## config.mk

```make
export PLATFORM = sky130hd
export DESIGN_NAME = sstf_disk_head_scheduler_unit
export DESIGN_NICKNAME = d
export VERILOG_FILES = /design/src/hw/rtl/sstf_pkg.sv /design/src/hw/rtl/sstf_slot_table.sv /design/src/hw/rtl/sstf_disk_head_scheduler_unit.sv
export SDC_FILE = /design/constraint.sdc
export NUM_CORES = 1
export LEC_CHECK = 0
export BUFFER_PORTS_ARGS = -buffer_cell sky130_fd_sc_hd__buf_2
export CAP_MARGIN = 20
export CORE_MARGIN = 2
export CORE_UTILIZATION = 45
export DETAILED_ROUTE_END_ITERATION = 16
export HOLD_SLACK_MARGIN = 0.03
export PLACE_DENSITY = 0.66
export SKIP_LAST_GASP = 1
export SYNTH_ARGS = -nofsm -noshare
export SYNTH_HDL_FRONTEND = slang
export SYNTH_HIERARCHICAL = 1
export SYNTH_SLANG_ARGS = --single-unit
export TNS_END_PERCENT = 5
```

## constraint.sdc

```tcl
create_clock -name clk -period 6.4 [get_ports clk]
set_input_delay 0.32 -clock clk [delete_from_list [all_inputs] [get_ports clk]]
set_output_delay 0.32 -clock clk [all_outputs]
set_load 0.01 [all_outputs]
```

## src/hw/rtl/sstf_pkg.sv

```systemverilog
`default_nettype none
// ----------------------------------------------------------------------------
// sstf_pkg
// Shared types and constants for the shortest-seek-first head scheduler.
// ----------------------------------------------------------------------------
package sstf_pkg;

  localparam int SECTOR_W = 16;
  localparam int TIME_W   = 32;
  localparam int KIND_W   = 2;

  // Head travel per tick, in sectors.
  localparam int SEEK_STEP = 5;

  localparam logic FUNC_ARRIVAL = 1'b0;
  localparam logic FUNC_TICK    = 1'b1;

  localparam logic [KIND_W-1:0] KIND_ACCEPTED  = 2'd0;
  localparam logic [KIND_W-1:0] KIND_DROPPED   = 2'd1;
  localparam logic [KIND_W-1:0] KIND_SEEK_GO   = 2'd2;
  localparam logic [KIND_W-1:0] KIND_SEEK_DONE = 2'd3;

  typedef struct packed {
    logic                func;
    logic [SECTOR_W-1:0] sector;
  } in_item_t;

  typedef struct packed {
    logic [KIND_W-1:0]   kind;
    logic [SECTOR_W-1:0] target;
    logic [SECTOR_W-1:0] from_sector;
    logic [TIME_W-1:0]   now;
    logic                last;
  } out_item_t;

endpackage
`default_nettype wire

```

## src/hw/rtl/sstf_slot_table.sv

```systemverilog
`default_nettype none
// ----------------------------------------------------------------------------
// sstf_slot_table
// Request slot table: valid bits in flops, sectors in a synchronous memory,
// and a one-entry-per-cycle scan that finds the waiting sector nearest the
// head, with ties going to the lowest slot.
// ----------------------------------------------------------------------------
module sstf_slot_table #(
  parameter int DEPTH       = 16,
  parameter int SECTOR_BITS = 16
) (
  input  wire logic                   clk,
  input  wire logic                   rst_n,
  input  wire logic                   ins_en,
  input  wire logic [SECTOR_BITS-1:0] ins_sector,
  output logic                        full,
  output logic                        any_valid,
  input  wire logic                   scan_start,
  input  wire logic [SECTOR_BITS-1:0] head_pos,
  output logic                        scan_done,
  output logic [SECTOR_BITS-1:0]      best_sector,
  output logic [SECTOR_BITS-1:0]      best_dist,
  input  wire logic                   take_en
);

  localparam int IDX_W = (DEPTH > 1) ? $clog2(DEPTH) : 1;
  localparam logic [IDX_W-1:0] LAST_IDX = IDX_W'(DEPTH - 1);

  logic [SECTOR_BITS-1:0] mem [DEPTH];

  logic [DEPTH-1:0]       valid_r, valid_nxt;
  logic [IDX_W-1:0]       free_idx;

  logic                   issue_r, cmp_vld_r, cmp_last_r, done_r, found_r;
  logic [IDX_W-1:0]       addr_r, cmp_idx_r, best_idx_r;
  logic [SECTOR_BITS-1:0] rd_data_r, best_sector_r, best_dist_r;
  logic [SECTOR_BITS-1:0] cand_dist;
  logic                   cand_hit, cand_better;

  assign full      = &valid_r;
  assign any_valid = |valid_r;

  // Lowest free slot.
  always_comb begin
    free_idx = '0;
    for (int i = DEPTH - 1; i >= 0; i--) begin
      if (!valid_r[i]) free_idx = IDX_W'(i);
    end
  end

  always_comb begin
    valid_nxt = valid_r;
    if (ins_en && !full) valid_nxt[free_idx] = 1'b1;
    if (take_en) valid_nxt[best_idx_r] = 1'b0;
  end

  always_ff @(posedge clk) begin
    if (ins_en && !full) mem[free_idx] <= ins_sector;
    if (issue_r) rd_data_r <= mem[addr_r];
  end

  assign cand_dist   = (rd_data_r >= head_pos) ? (rd_data_r - head_pos)
                                               : (head_pos - rd_data_r);
  assign cand_hit    = cmp_vld_r && valid_r[cmp_idx_r];
  // Strict compare keeps the earlier, lower slot on a tie.
  assign cand_better = cand_hit && (!found_r || (cand_dist < best_dist_r));

  always_ff @(posedge clk) begin
    if (!rst_n) begin
      valid_r    <= '0;
      issue_r    <= 1'b0;
      cmp_vld_r  <= 1'b0;
      cmp_last_r <= 1'b0;
      done_r     <= 1'b0;
      found_r    <= 1'b0;
      addr_r     <= '0;
      cmp_idx_r  <= '0;
    end else begin
      valid_r    <= valid_nxt;
      done_r     <= cmp_vld_r && cmp_last_r;
      cmp_vld_r  <= issue_r;
      cmp_idx_r  <= addr_r;
      cmp_last_r <= (addr_r == LAST_IDX);
      if (scan_start) begin
        issue_r <= 1'b1;
        addr_r  <= '0;
        found_r <= 1'b0;
      end else begin
        if (issue_r) begin
          if (addr_r == LAST_IDX) begin
            issue_r <= 1'b0;
          end else begin
            addr_r <= addr_r + 1'b1;
          end
        end
        if (cand_better) found_r <= 1'b1;
      end
    end
  end

  always_ff @(posedge clk) begin
    if (cand_better) begin
      best_idx_r    <= cmp_idx_r;
      best_sector_r <= rd_data_r;
      best_dist_r   <= cand_dist;
    end
  end

  assign scan_done   = done_r;
  assign best_sector = best_sector_r;
  assign best_dist   = best_dist_r;

endmodule
`default_nettype wire

```

## src/hw/rtl/sstf_disk_head_scheduler_unit.sv

```systemverilog
`default_nettype none
// ----------------------------------------------------------------------------
// sstf_disk_head_scheduler_unit
// Shortest-seek-first disk head scheduler: takes request arrivals and time
// ticks, and reports accepted or dropped arrivals, seek starts and seek
// completions.
// ----------------------------------------------------------------------------
//
//   Channel  Ports                 Transfer
//   -------  --------------------  ----------------------------------------
//   input    start, busy, in_data  edge with start high and busy low
//   result   out_valid, out_data   each cycle with out_valid high
//
// An item with no seek to start passes through ST_IDLE and ST_SCHED. Each seek
// started adds a full scan of the slot memory, one entry per cycle, in ST_SCAN;
// a seek shorter than one step also passes through ST_DONE, which reports the
// completion, and back through ST_SCHED, which looks for the next request.
// Results leave from an output register, one per cycle, and cannot be held
// off. Reset is synchronous and empties the slot table at once through its
// valid flops; the head, time and seek state return to zero.
// ----------------------------------------------------------------------------
module sstf_disk_head_scheduler_unit #(
  parameter int DEPTH       = 16,
  parameter int SECTOR_BITS = 16
) (
  input  wire logic               clk,
  input  wire logic               rst_n,
  input  wire logic               start,
  output logic                    busy,
  input  wire sstf_pkg::in_item_t in_data,
  output logic                    out_valid,
  output sstf_pkg::out_item_t     out_data
);

  localparam logic [1:0] ST_IDLE  = 2'd0;
  localparam logic [1:0] ST_SCHED = 2'd1;
  localparam logic [1:0] ST_SCAN  = 2'd2;
  localparam logic [1:0] ST_DONE  = 2'd3;

  localparam logic [SECTOR_BITS-1:0] STEP = SECTOR_BITS'(sstf_pkg::SEEK_STEP);

  logic [1:0]                      state_r, state_nxt;
  logic                            seek_busy_r, seek_busy_nxt;
  logic [SECTOR_BITS-1:0]          rem_r, rem_nxt;
  logic [SECTOR_BITS-1:0]          active_r, active_nxt;
  logic [SECTOR_BITS-1:0]          head_r, head_nxt;
  logic [sstf_pkg::TIME_W-1:0]     time_r, time_nxt;
  logic                            out_valid_r, out_valid_nxt;
  sstf_pkg::out_item_t             out_r, out_nxt;

  logic                            accept;
  logic [SECTOR_BITS-1:0]          in_sector;
  logic [SECTOR_BITS-1:0]          rem_dec;
  logic                            ins_en, scan_start, take_en;
  logic                            full, any_valid, scan_done;
  logic [SECTOR_BITS-1:0]          best_sector, best_dist;

  assign busy      = (state_r != ST_IDLE);
  assign accept    = start && !busy;
  assign in_sector = SECTOR_BITS'(in_data.sector);
  assign rem_dec   = rem_r - STEP;

  sstf_slot_table #(
    .DEPTH       (DEPTH),
    .SECTOR_BITS (SECTOR_BITS)
  ) u_slots (
    .clk         (clk),
    .rst_n       (rst_n),
    .ins_en      (ins_en),
    .ins_sector  (in_sector),
    .full        (full),
    .any_valid   (any_valid),
    .scan_start  (scan_start),
    .head_pos    (head_r),
    .scan_done   (scan_done),
    .best_sector (best_sector),
    .best_dist   (best_dist),
    .take_en     (take_en)
  );

  always_comb begin
    state_nxt     = state_r;
    seek_busy_nxt = seek_busy_r;
    rem_nxt       = rem_r;
    active_nxt    = active_r;
    head_nxt      = head_r;
    time_nxt      = time_r;
    out_valid_nxt = 1'b0;
    out_nxt       = out_r;
    ins_en        = 1'b0;
    scan_start    = 1'b0;
    take_en       = 1'b0;

    unique case (state_r)
      ST_IDLE: begin
        if (accept) begin
          state_nxt = ST_SCHED;
          if (in_data.func == sstf_pkg::FUNC_ARRIVAL) begin
            ins_en                = 1'b1;
            out_valid_nxt         = 1'b1;
            out_nxt.kind          = full ? sstf_pkg::KIND_DROPPED
                                         : sstf_pkg::KIND_ACCEPTED;
            out_nxt.target        = sstf_pkg::SECTOR_W'(in_sector);
            out_nxt.from_sector   = sstf_pkg::SECTOR_W'(head_r);
            out_nxt.now           = time_r;
            // The table holds at least one request now, so only a seek in
            // flight keeps the scheduler from adding results.
            out_nxt.last          = seek_busy_r;
          end else begin
            time_nxt = time_r + 1'b1;
            if (seek_busy_r) begin
              // A busy seek always has at least one tick left.
              rem_nxt = rem_dec;
              if (rem_dec < STEP) begin
                seek_busy_nxt       = 1'b0;
                head_nxt            = active_r;
                out_valid_nxt       = 1'b1;
                out_nxt.kind        = sstf_pkg::KIND_SEEK_DONE;
                out_nxt.target      = sstf_pkg::SECTOR_W'(active_r);
                out_nxt.from_sector = sstf_pkg::SECTOR_W'(head_r);
                out_nxt.now         = time_r + 1'b1;
                out_nxt.last        = !any_valid;
              end
            end
          end
        end
      end
      ST_SCHED: begin
        if (seek_busy_r || !any_valid) begin
          state_nxt = ST_IDLE;
        end else begin
          scan_start = 1'b1;
          state_nxt  = ST_SCAN;
        end
      end
      ST_SCAN: begin
        if (scan_done) begin
          take_en             = 1'b1;
          active_nxt          = best_sector;
          out_valid_nxt       = 1'b1;
          out_nxt.kind        = sstf_pkg::KIND_SEEK_GO;
          out_nxt.target      = sstf_pkg::SECTOR_W'(best_sector);
          out_nxt.from_sector = sstf_pkg::SECTOR_W'(head_r);
          out_nxt.now         = time_r;
          out_nxt.last        = (best_dist >= STEP);
          if (best_dist >= STEP) begin
            seek_busy_nxt = 1'b1;
            rem_nxt       = best_dist;
            state_nxt     = ST_IDLE;
          end else begin
            state_nxt = ST_DONE;
          end
        end
      end
      ST_DONE: begin
        // Seek shorter than one step: completes at the time value it started at.
        head_nxt            = active_r;
        out_valid_nxt       = 1'b1;
        out_nxt.kind        = sstf_pkg::KIND_SEEK_DONE;
        out_nxt.target      = sstf_pkg::SECTOR_W'(active_r);
        out_nxt.from_sector = sstf_pkg::SECTOR_W'(head_r);
        out_nxt.now         = time_r;
        out_nxt.last        = !any_valid;
        state_nxt           = ST_SCHED;
      end
      default: begin
        state_nxt = ST_IDLE;
      end
    endcase
  end

  always_ff @(posedge clk) begin
    if (!rst_n) begin
      state_r     <= ST_IDLE;
      seek_busy_r <= 1'b0;
      rem_r       <= '0;
      active_r    <= '0;
      head_r      <= '0;
      time_r      <= '0;
      out_valid_r <= 1'b0;
    end else begin
      state_r     <= state_nxt;
      seek_busy_r <= seek_busy_nxt;
      rem_r       <= rem_nxt;
      active_r    <= active_nxt;
      head_r      <= head_nxt;
      time_r      <= time_nxt;
      out_valid_r <= out_valid_nxt;
    end
  end

  always_ff @(posedge clk) begin
    out_r <= out_nxt;
  end

  assign out_valid = out_valid_r;
  assign out_data  = out_r;

endmodule
`default_nettype wire

```

After elaboration in Yosys (flattened, before gate mapping) --
Memory sizes are Yosys's and may differ from the RTL's. A register that Yosys moved wholly into a read port is not among the register bits. Cells that the tools add are included.
Cells by class: bitwise logic cells 5, magnitude comparators 9, equality and inequality tests 12, reduce and logical (&&, ||, !) cells 29, add/subtract/negate cells 5, muxes and demuxes 72
Operators with widths (count):
- $mux W67 | 5
- $pmux W67 S3 | 1
- $mux W16 | 12
- $mux W4 | 16
- $pmux W16 S2 | 2
- $add A32 B1 Y32 const B | 1
- $sub A16 B16 Y16 | 2
- $mux W1 | 26
- $and A16 B16 Y16 | 1
- $ge A16 B16 Y1 | 1
- $ge A16 B3 Y1 const B | 1
- $lt A16 B16 Y1 | 1
- $lt A16 B3 Y1 const B | 1
- $not A16 Y16 | 1
- $or A16 B16 Y16 | 1
- $reduce_and A16 Y1 | 1
- $reduce_or A16 Y1 | 1
- $sub A16 B3 Y16 const B | 1
- $lt A4 B5 Y1 const B | 3
- $reduce_and A5 Y1 | 3
- $ne A2 B2 Y1 const B | 5
- $demux W1 S4 | 2
- $ge A4 B1 Y1 const B | 2
- $mux W2 | 4
- other kinds (21) | 38
Word-level totals: register bits after elaboration 216, memories kept 1, bits of input ports 20, logic and storage cells 156, output and inout port bits 69, bits in writable memories 256
Memory list:
- u_slots.mem | depth 16, bits a word 16, read ports 1, clocked after memory_dff 1, wr ports 1, line sstf_slot_table.sv:29 | logic [SECTOR_BITS-1:0] mem [DEPTH];

Longest topological paths before layout --
word-level depth 24, depth in mapped cells 19, mapped depth without buffers 18

Hierarchy --
Netlist, hierarchy kept.
By module, submodules not included:
- sstf_slot_table | instances 1, area an instance 14557.7 µm², sequential area each 9829.4 µm², cells an instance 859
- sstf_disk_head_scheduler_unit | instances 1, area an instance 7134.3 µm², sequential area each 3693.5 µm², cells an instance 734

Least setup slack after synthesis --
OpenSTA, ideal clock, no wires.
kind reg-to-reg, from register u_slots.rd_data_r[0] (read register of u_slots.mem), to register u_slots.best_dist_r[0] (netlist: u_slots/best_dist[0]), enable pin, required time 5.911 ns, arrival time 6.172 ns, path buffers 2, cell stages (with the launch flop) 20, library setup time 0.489 ns, setup slack -0.261 ns, cell sequence edfxtp_1 -> inv_1 -> ha_1 -> inv_1 -> fa_1 -> a211oi_2 -> o21ai_2 -> o21a_1 -> o32a_1 -> buf_6 -> buf_6 -> mux2_2 -> ha_1 -> a21boi_0 -> o21a_1 -> o21ai_0 -> a21oi_1 -> nor3_1 -> o21ai_0 -> a221oi_1
Between the ends: longest elaborated chain between the ends 5, elaborated cells on any way between the ends 7, those cells by class add/sub (2); order compare (2); mux (1); reduce/logical (2)
RTL lines:
- from (decl) | line sstf_slot_table.sv:36 | logic [SECTOR_BITS-1:0] rd_data_r, best_sector_r, best_dist_r;
- $sub A16 B16 Y16 (tied with other cells) | line sstf_slot_table.sv:63 | : (head_pos - rd_data_r);
- $mux W16 * | line sstf_slot_table.sv:62 | assign cand_dist = (rd_data_r >= head_pos) ? (rd_data_r - head_pos)
- net u_slots.cand_dist[1] | line sstf_slot_table.sv:37 | logic [SECTOR_BITS-1:0] cand_dist;
- $lt A16 B16 Y1 * | line sstf_slot_table.sv:66 | assign cand_better = cand_hit && (!found_r || (cand_dist < best_dist_r));
- $logic_or A1 B1 Y1 * | line sstf_slot_table.sv:66
- $logic_and A1 B1 Y1 * | line sstf_slot_table.sv:66
- net u_slots.cand_better | line sstf_slot_table.sv:38 | logic cand_hit, cand_better;
- to (signal assigned) | line sstf_slot_table.sv:105 | best_dist_r <= cand_dist;
- to (decl) | line sstf_slot_table.sv:36
The timed path passes the listed nets; every way through them passes the cells marked *. A chain may end at the register's enable or synchronous reset.

Final worst setup path --
from register u_slots.rd_data_r[7] (read register of u_slots.mem), to register u_slots.best_sector_r[7] (netlist: u_slots/best_sector[7]), enable pin
Between the ends: longest elaborated chain between the ends 5, elaborated cells on any way between the ends 7, those cells by class add/sub (2); order compare (2); mux (1); reduce/logical (2)
RTL lines:
- $ge A16 B16 Y1 | line sstf_slot_table.sv:62
- $mux W16 | line sstf_slot_table.sv:62
- net u_slots.cand_dist[1] | line sstf_slot_table.sv:37
- $lt A16 B16 Y1 | line sstf_slot_table.sv:66
- $logic_or A1 B1 Y1 | line sstf_slot_table.sv:66
- $logic_and A1 B1 Y1 | line sstf_slot_table.sv:66
- net u_slots.cand_better | line sstf_slot_table.sv:38
- to (signal assigned) | line sstf_slot_table.sv:104 | best_sector_r <= rd_data_r;
- to (decl) | line sstf_slot_table.sv:36
The timed path passes the listed nets, and every way through them passes these cells.

==> metrics.md <==
| Metric | Value |
|---|---|
| Top Family by Delay on Critical Path | `compound AO/OA/AOI/OAI gates` |
| Iter 0 DRT Violations | `around 1,300` |
| Cell Area, Synth | `around 0.022 sq mm` |
| DIE HEIGHT | `around 220 um` |
| Fmax | `around 190 MHz` |
| Vias in the first global route | `between 10,000 and 15,000` |
| CTS Hold Bufs | `0` |
| Async S/R FF share, synth | `0%` |
| Kind of critical path | `reg -> reg` |
| Routed WL per cell | `21.1 um` |
| Seq/Total Area, Yosys | `slightly above 60%` |
| Reg with most FFs | `u_slots/mem` |
| Largest area contributor in the netlist | `edfxtp_1` |
| Leakage | `8.60 nW` |
| DRC | `0` |
| Area contributors post-synth | `edfxtp_1 (52%), dfxtp_1 (10%), mux4_2 (8.8%)` |
| Most frequent cell after synthesis | `edfxtp_1` |
| CP Launch Type | `register` |
| Crit path arrival time | `around 5400 ps` |
| Die Wd | `~220 um` |
| Synth top cells by count | `edfxtp_1 (375), nand2_1 (169), dfxtp_1 (113), inv_1 (94), mux4_2 (85)` |
| Cells after Synth | `around 1,600` |
| Vias | `13,332` |
| Maxcap violations | `0` |
| Fin. Hold Viols | `0` |
| Antenna-violating nets left | `0` |
| Slowest CP cell | `o32a_1` |
| Largest net degree at the start of global routing | `between 70 and 80` |
| Syn avg cell area | `13.6 sq um` |
| Synthesized net count | `roughly 1,700` |
| Critical path, cell by cell | `ha_1, o21ai_0, a211oi_1, o21a_1, o32a_1, mux2_2, ha_1, a21boi_0, o21a_1, o21ai_0, a21oi_1, nor3_1, o21ai_0, a221oi_4, buf_12` |
| Hold_ws | `between 100 and 150 ps` |
| Critical Path RT | `6670 ps` |
| Clk buf depth | `3` |
| Clk Latency, worst-skew pair | `approximately 600 ps` |
| FP Rows | `80` |
| Worst Hold Class | `in -> reg` |
| First-pass GRT wire length | `roughly 76,000 um` |
| YS warnings | `6` |
| Clock sinks | `around 500` |
| Setup TNS | `0 ps` |
| Finish-stage setup viols | `0` |
| Rel. slew slack | `~34%` |
| Placed cell area | `around 0.023 sq mm` |
| Dpl hpwl | `32,500 um` |
| Tmin final | `between 5000 and 6000 ps` |
| Placeable Area | `roughly 0.048 sq mm` |
| RD Place Congestion | `approximately 0.94` |
| Crit. End Element | `register` |
| Most used cell, CP | `o21ai_0` |
| Top-area cell type share of the netlist area | `just over 50%` |
| VDD IR-drop max | `0.219 mV` |
| Post-Layout Inst Area | `~0.025 sq mm` |
| Post-synth EDFFs | `375` |
| TritonCTS clock tree | `built` |
| Cts bufs inserted | `between 50 and 60` |
| # Post-CTS Setup Buffers | `0` |
| H-tree Lvls | `2` |
| Pre-Repair DR Iteration Count | `5` |
| Post-synthesis cell type count | `81` |
| I/O pins | `between 80 and 90` |
| Critical path buffers and inverters | `1` |
| Slew Limit Fails | `0` |
| # nets final | `about 1,800` |
| Final setup skew | `31.9 ps` |
| Max FO, Critical Path | `30` |
| Worst slew pin tran | `approximately 1000 ps` |
| Layout area overhead | `13.3%` |
| Max reg flops | `about 260` |
| Pwr Density | `278 mW/mm^2` |
| Status | `finished, final reports clean` |
| Layout cells sized above 1 | `18.3%` |
| GRT overflow | `0` |
| Die Area | `0.0500 sq mm` |
| Via density | `5.69` |
| Final period utilization | `about four fifths` |
| Routed WL | `about 50,000 um` |
| Max stage delay on crit path | `a little under 800 ps` |
| Initial Util | `45.5%` |
| Clk root buf | `clkbuf_16` |
| Total track usage | `around a fifth` |
| Synth Register Bits | `~490` |
| Dominant synthesized flop cell | `edfxtp_1` |
| Initial antenna violation count | `1` |
| RSZ-0062 raised after global routing | `no` |
| Post-cts sizing count | `0` |
| Clk slew on worst S/H paths | `about 60 ps` |
| IO Port Bufs | `88` |
through the flow:
step / worst slack (ps) / utilization (%) / power, mW / cells
floorplan: 563 / - / 3.77 / 1593
global placement: 1340 / 48.0 / 3.90 / 2247
detailed placement: 1310 / 48.0 / 3.91 / 2247
CTS: 1270 / 51.5 / 6.89 / 2342
global route: 936 / 51.6 / 7.04 / 2343
finish: 1250 / 51.6 / 6.82 / 2344
worst paths after layout:
check	slack, ps	start	cells after the start	end
setup / recovery	1250	u_slots/rd_data_r[7]$_DFFE_PP_	15	u_slots/best_sector[7]$_DFFE_PP_
hold / removal	120	in_data[5]	1	u_slots/mem[5][5]$_DFFE_PP_
setup reg to reg	1250	u_slots/rd_data_r[7]$_DFFE_PP_	15	u_slots/best_sector[7]$_DFFE_PP_
hold reg to reg	470	u_slots/cmp_idx_r[3]$_SDFF_PN0_	0	u_slots/best_idx_r[3]$_DFFE_PP_
cells in the final DEF, fill, tap and decap left out, drive strengths merged, types with 5 or more instances in the layout:
| master | netlist | final |
|---|---|---|
| nand2 | 169 | 169 |
| nand4 | 23 | 23 |
| xnor2 | 45 | 45 |
| inv | 94 | 95 |
| clkinvlp | 0 | 5 |
| nor2b | 12 | 12 |
| mux4 | 85 | 85 |
| o31ai | 9 | 9 |
| or3 | 8 | 8 |
| nor4 | 14 | 14 |
| clkbuf | 49 | 65 |
| nor2 | 82 | 82 |
| clkinv | 1 | 20 |
| o221a | 8 | 8 |
| a21oi | 43 | 43 |
| nand2b | 13 | 13 |
| ha | 54 | 54 |
| a31oi | 8 | 8 |
| a21boi | 44 | 44 |
| nor3 | 27 | 27 |
| and2 | 29 | 29 |
| o21ai | 59 | 59 |
| nand3 | 26 | 26 |
| a222oi | 16 | 16 |
| dfxtp | 113 | 113 |
| mux2i | 28 | 28 |
| a21o | 10 | 10 |
| buf | 28 | 117 |
| edfxtp | 375 | 375 |
| o21a | 12 | 12 |
| and4 | 8 | 8 |
| a211oi | 8 | 8 |
| bufinv | 0 | 5 |
| and3 | 9 | 9 |
| xor2 | 29 | 29 |
power breakdown:
part / leakage [nW] / internal, mW / switching [mW]
registers: 4.34 / 3.47 / 0.0351
logic: 3.43 / 0.129 / 0.205
clock network: 0.819 / 1.73 / 1.25
routing by layer:
metal	global-route usage (%)	up-vias	wire, um	part of all wire, %
li1	-	6143	-	-
met4	6.34	0	1240	2.5
met2	32.9	392	23900	48
met1	27.2	6700	21800	44
met3	2.86	97	2630	5.3
met5	0	-	0	0
layout make-up:
cell class / instances / area, sq um
Antenna cell: 1 / 2.50
Clock buffer: 65 / 1380
Clock inverter: 30 / 320
Fill cell: 4035 / 23100
Inverter: 95 / 357
Multi-Input combinational cell: 933 / 7510
Sequential cell: 488 / 13500
Tap cell: 615 / 769
Timing Repair Buffer: 117 / 698
logic make-up (layout without fill, tap and decap cells):
group                      after synthesis  in the layout  synth area share (%)
DFF                                    488            488                  62.3
and+or+nand+nor                        441            441                  9.96
xor gates and xnor gates                74             74                  2.99
other                                    0              1                     0
muxes                                  114            114                  10.2
buffers and inverters                  172            307                  3.29
AOI/OAI and AO/OA                      248            248                  7.95
adders and majority gates               56             56                  3.30
Note: power is estimated with default switching activity, not from simulation.
